==> src/rtl/core/reader_writer_lock_home_arbiter_defines.svh <==
// ----------------------------------------------------------------------------
// Reader/writer lock home arbiter assertion macros
// Shared concurrent assertion forms used at the end of the top level.
// ----------------------------------------------------------------------------
`ifndef READER_WRITER_LOCK_HOME_ARBITER_DEFINES_SVH
`define READER_WRITER_LOCK_HOME_ARBITER_DEFINES_SVH

// Same-cycle implication, checked outside reset.
`define RWLHA_ASSERT_NOW(label, ante, cons) \
    label: assert property (@(posedge clk) disable iff (!rst_n) (ante) |-> (cons)) \
        else $error("rwlha assertion failed");

// Next-cycle implication, checked outside reset.
`define RWLHA_ASSERT_NEXT(label, ante, cons) \
    label: assert property (@(posedge clk) disable iff (!rst_n) (ante) |=> (cons)) \
        else $error("rwlha assertion failed");

`endif

==> src/rtl/core/rwlha_pkg.sv <==
// ----------------------------------------------------------------------------
// Reader/writer lock home arbiter package
// Types, codes, constants and the lock transition function.
// ----------------------------------------------------------------------------
`default_nettype none

package rwlha_pkg;

    localparam int RANK_W        = 5;
    localparam int CNT_W         = 6;
    localparam int TAG_W         = 32;
    localparam int KIND_W        = 3;
    localparam int MAX_RANKS     = 32;
    localparam int NUM_RANKS_DEF = 32;
    localparam int WQ_DEPTH_DEF  = 16;
    localparam int RS_DEPTH_DEF  = 16;
    localparam int MAX_RESULTS   = 48;
    localparam int RES_CNT_W     = 6;
    localparam logic [CNT_W-1:0] COUNT_MAX = 6'd63;

    typedef enum logic [1:0] {
        OP_REQUEST = 2'd0,
        OP_RELEASE = 2'd1,
        OP_DESTROY = 2'd2,
        OP_INVALID = 2'd3
    } op_e;

    typedef enum logic [KIND_W-1:0] {
        KIND_WGRANT = 3'd0,
        KIND_RGRANT = 3'd1,
        KIND_ACK    = 3'd2,
        KIND_NOTICE = 3'd3,
        KIND_ERROR  = 3'd4
    } kind_e;

    typedef enum logic [1:0] {
        GRANT_NONE,
        GRANT_WRITER,
        GRANT_READERS
    } grant_e;

    typedef enum logic [1:0] {
        TR_WACQ,
        TR_RACQ,
        TR_WREL,
        TR_RREL
    } tr_op_e;

    typedef enum logic [2:0] {
        ST_IDLE,
        ST_DECIDE,
        ST_WGRANT,
        ST_RDRAIN,
        ST_SCAN,
        ST_WQDRAIN,
        ST_FLUSH
    } state_e;

    typedef struct packed {
        logic [1:0]        operation;
        logic              mode;
        logic [RANK_W-1:0] rank;
        logic [TAG_W-1:0]  ack_tag;
    } cmd_t;

    typedef struct packed {
        logic [KIND_W-1:0] kind;
        logic [RANK_W-1:0] target_rank;
        logic [TAG_W-1:0]  tag_out;
        logic              last;
    } result_t;

    typedef struct packed {
        logic              push_w;
        logic              push_r;
        logic              pop_w;
        logic              pop_r;
        logic              clr_head;
        logic              mark;
        logic [RANK_W-1:0] rank;
    } store_ctl_t;

    typedef struct packed {
        logic [CNT_W-1:0]     wq_count;
        logic [CNT_W-1:0]     rs_count;
        logic [RANK_W-1:0]    wq_rank;
        logic [RANK_W-1:0]    rs_rank;
        logic [MAX_RANKS-1:0] roster;
    } store_sts_t;

    typedef struct packed {
        logic [CNT_W-1:0] w;
        logic [CNT_W-1:0] r;
        logic             b;
        grant_e           g;
    } trans_t;

    function automatic trans_t transition(tr_op_e op, logic [CNT_W-1:0] w,
                                          logic [CNT_W-1:0] r, logic b);
        trans_t t;
        t.w = w;
        t.r = r;
        t.b = b;
        t.g = GRANT_NONE;
        unique case (op)
            TR_WACQ:
            begin
                if (w == '0 && r == '0)
                begin
                    t.g = GRANT_WRITER;
                end
                else if (w == '0)
                begin
                    t.b = 1'b1;
                end
                t.w = w + 1'b1;
            end
            TR_RACQ:
            begin
                if (w == '0)
                begin
                    t.g = GRANT_READERS;
                    t.b = 1'b1;
                end
                else if (b && r != '0)
                begin
                    t.g = GRANT_READERS;
                end
                else
                begin
                    t.b = 1'b0;
                end
                t.r = r + 1'b1;
            end
            TR_WREL:
            begin
                t.w = w - 1'b1;
                if (t.w != '0)
                begin
                    t.g = GRANT_WRITER;
                end
                else if (r != '0)
                begin
                    t.g = GRANT_READERS;
                    t.b = 1'b1;
                end
            end
            default:
            begin
                t.r = r - 1'b1;
                if (t.r == '0 && w != '0)
                begin
                    t.g = GRANT_WRITER;
                    t.b = 1'b0;
                end
            end
        endcase
        if (t.w == '0 || t.r == '0)
        begin
            t.b = 1'b0;
        end
        return t;
    endfunction

endpackage

`default_nettype wire

==> src/rtl/core/rwlha_store.sv <==
// ----------------------------------------------------------------------------
// Reader/writer lock home arbiter storage
// Writer rank FIFO, reader rank LIFO and the roster of requesting ranks.
// ----------------------------------------------------------------------------
`default_nettype none

module rwlha_store
    import rwlha_pkg::*;
#(
    parameter int NUM_RANKS = NUM_RANKS_DEF,
    parameter int WQ_DEPTH  = WQ_DEPTH_DEF,
    parameter int RS_DEPTH  = RS_DEPTH_DEF
)
(
    input  wire logic       clk,
    input  wire logic       rst_n,
    input  wire store_ctl_t ctl,
    output store_sts_t      sts
);

    localparam int WQ_AW = $clog2(WQ_DEPTH);
    localparam int WQ_CW = $clog2(WQ_DEPTH + 1);
    localparam int RS_AW = $clog2(RS_DEPTH);
    localparam int RS_CW = $clog2(RS_DEPTH + 1);
    localparam int SW    = WQ_AW + 1;
    localparam int RIW   = $clog2(NUM_RANKS);

    logic [RANK_W-1:0]    wq_mem [WQ_DEPTH];
    logic [RANK_W-1:0]    rs_mem [RS_DEPTH];
    logic [WQ_AW-1:0]     wq_head_reg, wq_head_next;
    logic [WQ_CW-1:0]     wq_count_reg, wq_count_next;
    logic [RS_CW-1:0]     rs_count_reg, rs_count_next;
    logic [NUM_RANKS-1:0] roster_reg, roster_next;
    logic [SW-1:0]        tail_sum;
    logic [WQ_AW-1:0]     wq_tail;
    logic [RS_AW-1:0]     rs_top;

    always_comb
    begin
        tail_sum = SW'(wq_head_reg) + SW'(wq_count_reg);
        if (tail_sum >= SW'(WQ_DEPTH))
        begin
            tail_sum = tail_sum - SW'(WQ_DEPTH);
        end
        wq_tail = tail_sum[WQ_AW-1:0];
        rs_top  = RS_AW'(rs_count_reg - 1'b1);

        wq_head_next  = wq_head_reg;
        wq_count_next = wq_count_reg;
        rs_count_next = rs_count_reg;
        roster_next   = roster_reg;
        if (ctl.push_w)
        begin
            wq_count_next = wq_count_reg + 1'b1;
        end
        if (ctl.pop_w)
        begin
            wq_count_next = wq_count_reg - 1'b1;
            if (wq_head_reg == WQ_AW'(WQ_DEPTH - 1))
            begin
                wq_head_next = '0;
            end
            else
            begin
                wq_head_next = wq_head_reg + 1'b1;
            end
        end
        if (ctl.clr_head)
        begin
            wq_head_next = '0;
        end
        if (ctl.push_r)
        begin
            rs_count_next = rs_count_reg + 1'b1;
        end
        if (ctl.pop_r)
        begin
            rs_count_next = rs_count_reg - 1'b1;
        end
        if (ctl.mark)
        begin
            roster_next[ctl.rank[RIW-1:0]] = 1'b1;
        end
    end

    always_ff @(posedge clk or negedge rst_n)
    begin
        if (!rst_n)
        begin
            wq_head_reg  <= '0;
            wq_count_reg <= '0;
            rs_count_reg <= '0;
            roster_reg   <= '0;
        end
        else
        begin
            wq_head_reg  <= wq_head_next;
            wq_count_reg <= wq_count_next;
            rs_count_reg <= rs_count_next;
            roster_reg   <= roster_next;
        end
    end

    always_ff @(posedge clk)
    begin
        if (ctl.push_w)
        begin
            wq_mem[wq_tail] <= ctl.rank;
        end
        if (ctl.push_r)
        begin
            rs_mem[rs_count_reg[RS_AW-1:0]] <= ctl.rank;
        end
    end

    assign sts.wq_count = CNT_W'(wq_count_reg);
    assign sts.rs_count = CNT_W'(rs_count_reg);
    assign sts.wq_rank  = wq_mem[wq_head_reg];
    assign sts.rs_rank  = rs_mem[rs_top];
    assign sts.roster   = MAX_RANKS'(roster_reg);

endmodule

`default_nettype wire

==> src/rtl/core/rwlha_seq.sv <==
// ----------------------------------------------------------------------------
// Reader/writer lock home arbiter sequencer
// Lock counters, transition decision and the walk that emits result words.
// ----------------------------------------------------------------------------
`default_nettype none

module rwlha_seq
    import rwlha_pkg::*;
#(
    parameter int NUM_RANKS = NUM_RANKS_DEF,
    parameter int WQ_DEPTH  = WQ_DEPTH_DEF,
    parameter int RS_DEPTH  = RS_DEPTH_DEF
)
(
    input  wire logic              clk,
    input  wire logic              rst_n,
    input  wire logic              start,
    input  wire cmd_t              cmd,
    input  wire logic [RANK_W-1:0] self_rank,
    input  wire store_sts_t        sts,
    output store_ctl_t             ctl,
    output logic                   busy,
    output logic                   res_valid,
    output result_t                result
);

    localparam int RIW = $clog2(NUM_RANKS);

    state_e               state_reg, state_next;
    cmd_t                 item_reg, item_next;
    logic [CNT_W-1:0]     w_reg, w_next, r_reg, r_next;
    logic                 phase_reg, phase_next;
    logic [RIW-1:0]       scan_reg, scan_next;
    logic                 pend_valid_reg, pend_valid_next;
    result_t              pend_reg, pend_next;
    logic [RES_CNT_W-1:0] n_reg, n_next;
    logic                 out_valid_reg, out_valid_next;
    result_t              out_reg, out_next;
    logic                 cand_v;
    result_t              cand;
    logic                 err;
    trans_t               tr;
    state_e               grant_state;

    always_ff @(posedge clk or negedge rst_n)
    begin
        if (!rst_n)
        begin
            state_reg      <= ST_IDLE;
            w_reg          <= CNT_W'(1);
            r_reg          <= '0;
            phase_reg      <= 1'b0;
            pend_valid_reg <= 1'b0;
            out_valid_reg  <= 1'b0;
            n_reg          <= '0;
            scan_reg       <= '0;
        end
        else
        begin
            state_reg      <= state_next;
            w_reg          <= w_next;
            r_reg          <= r_next;
            phase_reg      <= phase_next;
            pend_valid_reg <= pend_valid_next;
            out_valid_reg  <= out_valid_next;
            n_reg          <= n_next;
            scan_reg       <= scan_next;
        end
    end

    always_ff @(posedge clk)
    begin
        item_reg <= item_next;
        pend_reg <= pend_next;
        out_reg  <= out_next;
    end

    always_comb
    begin
        state_next      = state_reg;
        item_next       = item_reg;
        w_next          = w_reg;
        r_next          = r_reg;
        phase_next      = phase_reg;
        scan_next       = scan_reg;
        pend_valid_next = pend_valid_reg;
        pend_next       = pend_reg;
        n_next          = n_reg;
        out_valid_next  = 1'b0;
        out_next        = out_reg;
        ctl             = '0;
        ctl.rank        = item_reg.rank;
        cand_v          = 1'b0;
        cand            = '0;
        err             = 1'b0;
        tr              = transition(TR_WACQ, w_reg, r_reg, phase_reg);
        grant_state     = ST_FLUSH;

        unique case (state_reg)
            ST_IDLE:
            begin
                if (start && !out_valid_reg)
                begin
                    item_next  = cmd;
                    n_next     = '0;
                    state_next = ST_DECIDE;
                end
            end
            ST_DECIDE:
            begin
                case (item_reg.operation)
                    OP_REQUEST:
                    begin
                        if ({1'b0, item_reg.rank} >= (RANK_W + 1)'(NUM_RANKS))
                        begin
                            err = 1'b1;
                        end
                        else if (item_reg.mode)
                        begin
                            err = (sts.wq_count >= CNT_W'(WQ_DEPTH)) || (w_reg >= COUNT_MAX);
                        end
                        else
                        begin
                            err = (sts.rs_count >= CNT_W'(RS_DEPTH)) || (r_reg >= COUNT_MAX);
                        end
                        if (!err)
                        begin
                            ctl.push_w = item_reg.mode;
                            ctl.push_r = !item_reg.mode;
                            ctl.mark   = 1'b1;
                            tr = transition(item_reg.mode ? TR_WACQ : TR_RACQ,
                                            w_reg, r_reg, phase_reg);
                        end
                    end
                    OP_RELEASE:
                    begin
                        err = ({1'b0, item_reg.rank} >= (RANK_W + 1)'(NUM_RANKS))
                            || (item_reg.mode ? (w_reg == '0) : (r_reg == '0));
                        if (!err)
                        begin
                            if (item_reg.mode && item_reg.ack_tag != '0)
                            begin
                                cand_v           = 1'b1;
                                cand.kind        = KIND_ACK;
                                cand.target_rank = item_reg.rank;
                                cand.tag_out     = item_reg.ack_tag;
                            end
                            tr = transition(item_reg.mode ? TR_WREL : TR_RREL,
                                            w_reg, r_reg, phase_reg);
                        end
                    end
                    OP_DESTROY:
                    begin
                        scan_next = '0;
                    end
                    default:
                    begin
                        err = 1'b1;
                    end
                endcase
                unique case (tr.g)
                    GRANT_WRITER:  grant_state = ST_WGRANT;
                    GRANT_READERS: grant_state = ST_RDRAIN;
                    default:       grant_state = ST_FLUSH;
                endcase
                if (item_reg.operation == OP_DESTROY)
                begin
                    state_next = ST_SCAN;
                end
                else if (err)
                begin
                    cand_v           = 1'b1;
                    cand.kind        = KIND_ERROR;
                    cand.target_rank = item_reg.rank;
                    state_next       = ST_FLUSH;
                end
                else
                begin
                    w_next     = tr.w;
                    r_next     = tr.r;
                    phase_next = tr.b;
                    state_next = grant_state;
                end
            end
            ST_WGRANT:
            begin
                if (sts.wq_count != '0)
                begin
                    ctl.pop_w        = 1'b1;
                    cand_v           = 1'b1;
                    cand.kind        = KIND_WGRANT;
                    cand.target_rank = sts.wq_rank;
                end
                state_next = ST_FLUSH;
            end
            ST_RDRAIN:
            begin
                if (sts.rs_count != '0)
                begin
                    ctl.pop_r        = 1'b1;
                    cand_v           = 1'b1;
                    cand.kind        = KIND_RGRANT;
                    cand.target_rank = sts.rs_rank;
                end
                else
                begin
                    state_next = ST_FLUSH;
                end
            end
            ST_SCAN:
            begin
                if (sts.roster[scan_reg] && RANK_W'(scan_reg) != self_rank)
                begin
                    cand_v           = 1'b1;
                    cand.kind        = KIND_NOTICE;
                    cand.target_rank = RANK_W'(scan_reg);
                end
                if (scan_reg == RIW'(NUM_RANKS - 1))
                begin
                    state_next = ST_WQDRAIN;
                end
                else
                begin
                    scan_next = scan_reg + 1'b1;
                end
            end
            ST_WQDRAIN:
            begin
                if (sts.wq_count != '0)
                begin
                    ctl.pop_w = 1'b1;
                    if (sts.wq_rank != self_rank)
                    begin
                        cand_v           = 1'b1;
                        cand.kind        = KIND_NOTICE;
                        cand.target_rank = sts.wq_rank;
                    end
                end
                else
                begin
                    ctl.clr_head = 1'b1;
                    state_next   = ST_FLUSH;
                end
            end
            ST_FLUSH:
            begin
                if (pend_valid_reg)
                begin
                    out_valid_next = 1'b1;
                    out_next       = pend_reg;
                    out_next.last  = 1'b1;
                end
                pend_valid_next = 1'b0;
                state_next      = ST_IDLE;
            end
            default:
            begin
                state_next = ST_IDLE;
            end
        endcase

        if (cand_v && n_reg < RES_CNT_W'(MAX_RESULTS))
        begin
            if (pend_valid_reg)
            begin
                out_valid_next = 1'b1;
                out_next       = pend_reg;
                out_next.last  = 1'b0;
            end
            pend_next       = cand;
            pend_valid_next = 1'b1;
            n_next          = n_reg + 1'b1;
        end
    end

    assign busy      = (state_reg != ST_IDLE) || out_valid_reg;
    assign res_valid = out_valid_reg;
    assign result    = out_reg;

endmodule

`default_nettype wire

==> src/rtl/core/reader_writer_lock_home_arbiter.sv <==
// ----------------------------------------------------------------------------
// Reader/writer lock home arbiter
// Home-side grant logic for one shared object's reader/writer lock.
// ----------------------------------------------------------------------------
// A command word is taken when start is high and busy is low. Each result
// word appears for one cycle with res_valid high and cannot be stalled; the
// final word of a command has last set. After a command is taken, busy stays
// high while the sequencer decides, grants a writer or drains the granted
// readers, or on destroy walks every roster rank and then the writer queue,
// and until the final word has been shown, all through the one sequencer.
`default_nettype none

module reader_writer_lock_home_arbiter
    import rwlha_pkg::*;
#(
    parameter int NUM_RANKS          = NUM_RANKS_DEF,
    parameter int WRITER_QUEUE_DEPTH = WQ_DEPTH_DEF,
    parameter int READER_STACK_DEPTH = RS_DEPTH_DEF
)
(
    input  wire logic        clk,
    input  wire logic        rst_n,
    input  wire logic        start,
    output logic             busy,
    input  wire cmd_t        cmd,
    output logic             res_valid,
    output result_t          result,
    input  wire logic        psel,
    input  wire logic        penable,
    input  wire logic        pwrite,
    input  wire logic [2:0]  paddr,
    input  wire logic [31:0] pwdata,
    output logic [31:0]      prdata,
    output logic             pready
);

`include "reader_writer_lock_home_arbiter_defines.svh"

    logic [RANK_W-1:0] self_rank_reg;
    store_ctl_t        ctl;
    store_sts_t        sts;

    assign pready = 1'b1;
    assign prdata = (paddr[2] == 1'b0) ? 32'(self_rank_reg) : '0;

    always_ff @(posedge clk or negedge rst_n)
    begin
        if (!rst_n)
        begin
            self_rank_reg <= '0;
        end
        else if (psel && penable && pwrite && paddr[2] == 1'b0)
        begin
            self_rank_reg <= pwdata[RANK_W-1:0];
        end
    end

    rwlha_store #(
        .NUM_RANKS (NUM_RANKS),
        .WQ_DEPTH  (WRITER_QUEUE_DEPTH),
        .RS_DEPTH  (READER_STACK_DEPTH)
    ) u_store (
        .clk   (clk),
        .rst_n (rst_n),
        .ctl   (ctl),
        .sts   (sts)
    );

    rwlha_seq #(
        .NUM_RANKS (NUM_RANKS),
        .WQ_DEPTH  (WRITER_QUEUE_DEPTH),
        .RS_DEPTH  (READER_STACK_DEPTH)
    ) u_seq (
        .clk       (clk),
        .rst_n     (rst_n),
        .start     (start),
        .cmd       (cmd),
        .self_rank (self_rank_reg),
        .sts       (sts),
        .ctl       (ctl),
        .busy      (busy),
        .res_valid (res_valid),
        .result    (result)
    );

    `RWLHA_ASSERT_NEXT(a_accept_busy, start && !busy, busy)
    `RWLHA_ASSERT_NOW(a_result_busy, res_valid, busy)
    `RWLHA_ASSERT_NEXT(a_last_gap, res_valid && result.last, !res_valid)
    `RWLHA_ASSERT_NOW(a_error_last, res_valid && result.kind == KIND_ERROR, result.last)

endmodule

`default_nettype wire
==> config.mk <==
export PLATFORM = sky130hd
export DESIGN_NAME = reader_writer_lock_home_arbiter
export DESIGN_NICKNAME = d
export VERILOG_FILES = /design/src/rtl/core/rwlha_pkg.sv /design/src/rtl/core/rwlha_store.sv /design/src/rtl/core/rwlha_seq.sv /design/src/rtl/core/reader_writer_lock_home_arbiter.sv
export VERILOG_INCLUDE_DIRS = /design/src /design/src/rtl/core
export SDC_FILE = /design/constraint.sdc
export NUM_CORES = 1
export LEC_CHECK = 0
export ABC_CLOCK_PERIOD_IN_PS = 5200
export BUFFER_PORTS_ARGS = -buffer_cell sky130_fd_sc_hd__buf_2
export CORE_MARGIN = 2
export CORE_UTILIZATION = 60
export CTS_CLUSTER_SIZE = 8
export DETAILED_ROUTE_END_ITERATION = 7
export PLACE_DENSITY = 0.81
export SETUP_SLACK_MARGIN = 0.15
export SYNTH_ARGS = -nofsm -noshare
export SYNTH_HDL_FRONTEND = slang
export SYNTH_SLANG_ARGS = --single-unit
==> constraint.sdc <==
create_clock -name clk -period 5.2 [get_ports clk]
set_input_delay 0.52 -clock clk [delete_from_list [all_inputs] [get_ports clk]]
set_output_delay 0.52 -clock clk [all_outputs]
set_load 0.01 [all_outputs]
==> metrics.txt <==
met1 Resource Use GR 0.340; 1st-pass router iterations 6; Vias 10400; syn avg cell area 13.7 µm²; crit-path cells buf_4 -> mux4_2 -> and3_1 -> a2111oi_0 -> nand3_1 -> nand4_1 -> a21oi_4 -> and2_1 -> buf_4 -> inv_2; number of setup violations in the final report 0; sequential fraction of the synthesis area 0.630; PortBufs 99; placed cell areas 17200 µm²; Synth cell types 73; max incr delay on CP 0.66 ns; R2R Path Start u_store.wq_head_reg[0]; Worst Hold Path EP u_seq.item_reg[37]; post_cts resized 0; worst path required time 5.37 ns; top-area cell type share of the netlist area 0.509; Post-CTS Setup Bufs 0; total global routing overflow 0; DP HPWL 22.6 mm; outcome finished, final reports clean; area delta synth->final 13.0%; initial antenna violation count 0; # Max-Cap Violations 0; fin crit share 0.818; Worst-Margin Slew 0.962 ns; WL/cell 20.8 µm; DIE AREA 29000 µm²; asr flop ratio synth 0.222; most frequent cell after synthesis edfxtp_1; vias in the first global route 10200; design area 18700 µm²; slowest cell on the critical path inv_2; GRT met2 Usage 0.403; layout cells sized above 1 0.183; worst slack at placement 0.938 ns; Sequential Power Share 0.404; Gate power share 0.331; Die X 170 µm; Sw Pwr 3980 µW; Clock Root Buffer clkbuf_16; initial drt markers 1061; Finished Layout Cells 1694; top-level I/O count 157; Reg2Reg Depth 10; final core utilization 0.693; crit end category flip-flop; ANT cells 0; Final Hold Viols 0; Num CTS Buffers 51; Sw Share 0.351; Buffers & Inverters on Critical Path 3; Final GP Congestion 0.913; Min-Delay Path Class in -> reg; Max Freq 0.235 GHz; total internal power 7370 µW; DRC Markers 0; critical path arrival 4.43 ns; gr busiest metal met2; largest net degree at the start of global routing 53; Seq cells post-synth 361; most used cell along the critical path buf_4; Clock Latency Late Sink 0.55 ns; main area contributors after synthesis edfxtp_1 (51%), dfrtp_1 (12%), mux4_2 (6.2%), mux2i_1 (3.7%), nor2_1 (2.7%); num rows 60; normalized max-slew margin 0.359; yosys warns 0; All-Layer GR Usage 0.245; Synth top cells by count edfxtp_1 (281), nor2_1 (120), dfrtp_1 (79), mux2i_1 (61), nand2_1 (55); Die H 170 µm; Inst Count DP 1600; post-route setup slack 0.944 ns; clock buffer depth 3; clk slew on worst S/H paths 0.05 ns; WHS Path Cells 1; Final Max Tran Viols 0; Crit path max-delay family buffers and inverters; clock sinks 361; Min-Delay Startpoint cmd[37]; pwr dens 606 nW/µm²; crit path kind reg -> reg; H-tree levels 2; prevailing post-synth register cell edfxtp_1; vias per inst 6.16; Post-Synthesis Cells 1206; first-pass GRT wire length 55.3 mm; Mapped Area 16600 µm²; worst setup path start u_store.wq_head_reg[0]; Worst Skew 0.0218 ns; core area 27000 µm²; Setup TNS Final 0 ns; clock power share 0.265; Nets 1421; # hold bufs at CTS 1; CTS tree done; final wirelength 35.2 mm; Final ANT Viol Nets 0; startpoint types flip-flop; R2R Setup Slk 0.94 ns; number of synthesized flops with an enable pin 281; CP Max Fanout 41; RSZ-0062 raised after global routing false; Period minus WS final 4.26 ns; met3 GRT Util 0.0402; peak supply drop 370 µV; leakage 0.00725 µW; largest area contributor in the netlist edfxtp_1; Initial Util 0.613
[cell usage in the layout (no fill, tap or decap), types with 34 or more instances in the layout]
master / n
clkbuf_1: 38
clkbuf_16: 52
a21oi_1: 34
nor2_1: 120
mux2i_1: 61
nand2_1: 55
buf_2: 98
and2_1: 38
dfrtp_1: 78
mux4_2: 46
edfxtp_1: 281
[cells by family after synthesis]
| family | after synthesis | share of synthesized area |
|---|---|---|
| DFF | 361 | 0.630 |
| adders and majority gates | 27 | 0.0213 |
| and+or+nand+nor | 352 | 0.105 |
| xor gates and xnor gates | 38 | 0.0201 |
| buffers and inverters | 121 | 0.0377 |
| AOI/OAI and AO/OA | 188 | 0.0796 |
| muxes | 117 | 0.106 |
| other | 2 | 0.000453 |
[metal layers]
metal	part of all wire	up-vias
met4	0.026	0
met2	0.49	465
met1	0.41	5166
li1	-	4723
met5	0	-
met3	0.075	75
[power by group through the flow]
stage | clock (µW) | sequential [µW] | combinational, µW
2_1_floorplan | 0 | 4400 | 2920
4_1_cts | 3060 | 4580 | 3730
5_1_grt | 3170 | 4670 | 4100
6_report | 3010 | 4590 | 3750
3_5_place_dp | 0 | 4620 | 3690
3_3_place_gp | 0 | 4570 | 3580
[cell type report]
class,instances,area (µm²)
clock buffer,90,1440
tap,341,427
inverter,27,101
fill,1807,8290
clock inverter,3,33.8
sequential,361,10400
multi-input combinational,750,5620
timing repair buffer,122,673
[stage by stage]
step | total power (µW) | hold WS (ns)
2_1_floorplan | 7330 | 0.224
3_3_place_gp | 8160 | 0.434
3_5_place_dp | 8310 | 0.441
4_1_cts | 11400 | 0.132
5_1_grt | 11900 | 0.135
6_report | 11400 | 0.144
[worst max-delay path by stage]
stage,endpoint,cells past startpoint
floorplan,flip-flop,15
CTS,flip-flop,10
global route,flip-flop,10
global placement,flip-flop,10
detailed placement,flip-flop,10
finish,flip-flop,10
No activity file was read; power rests on OpenSTA's default activity.
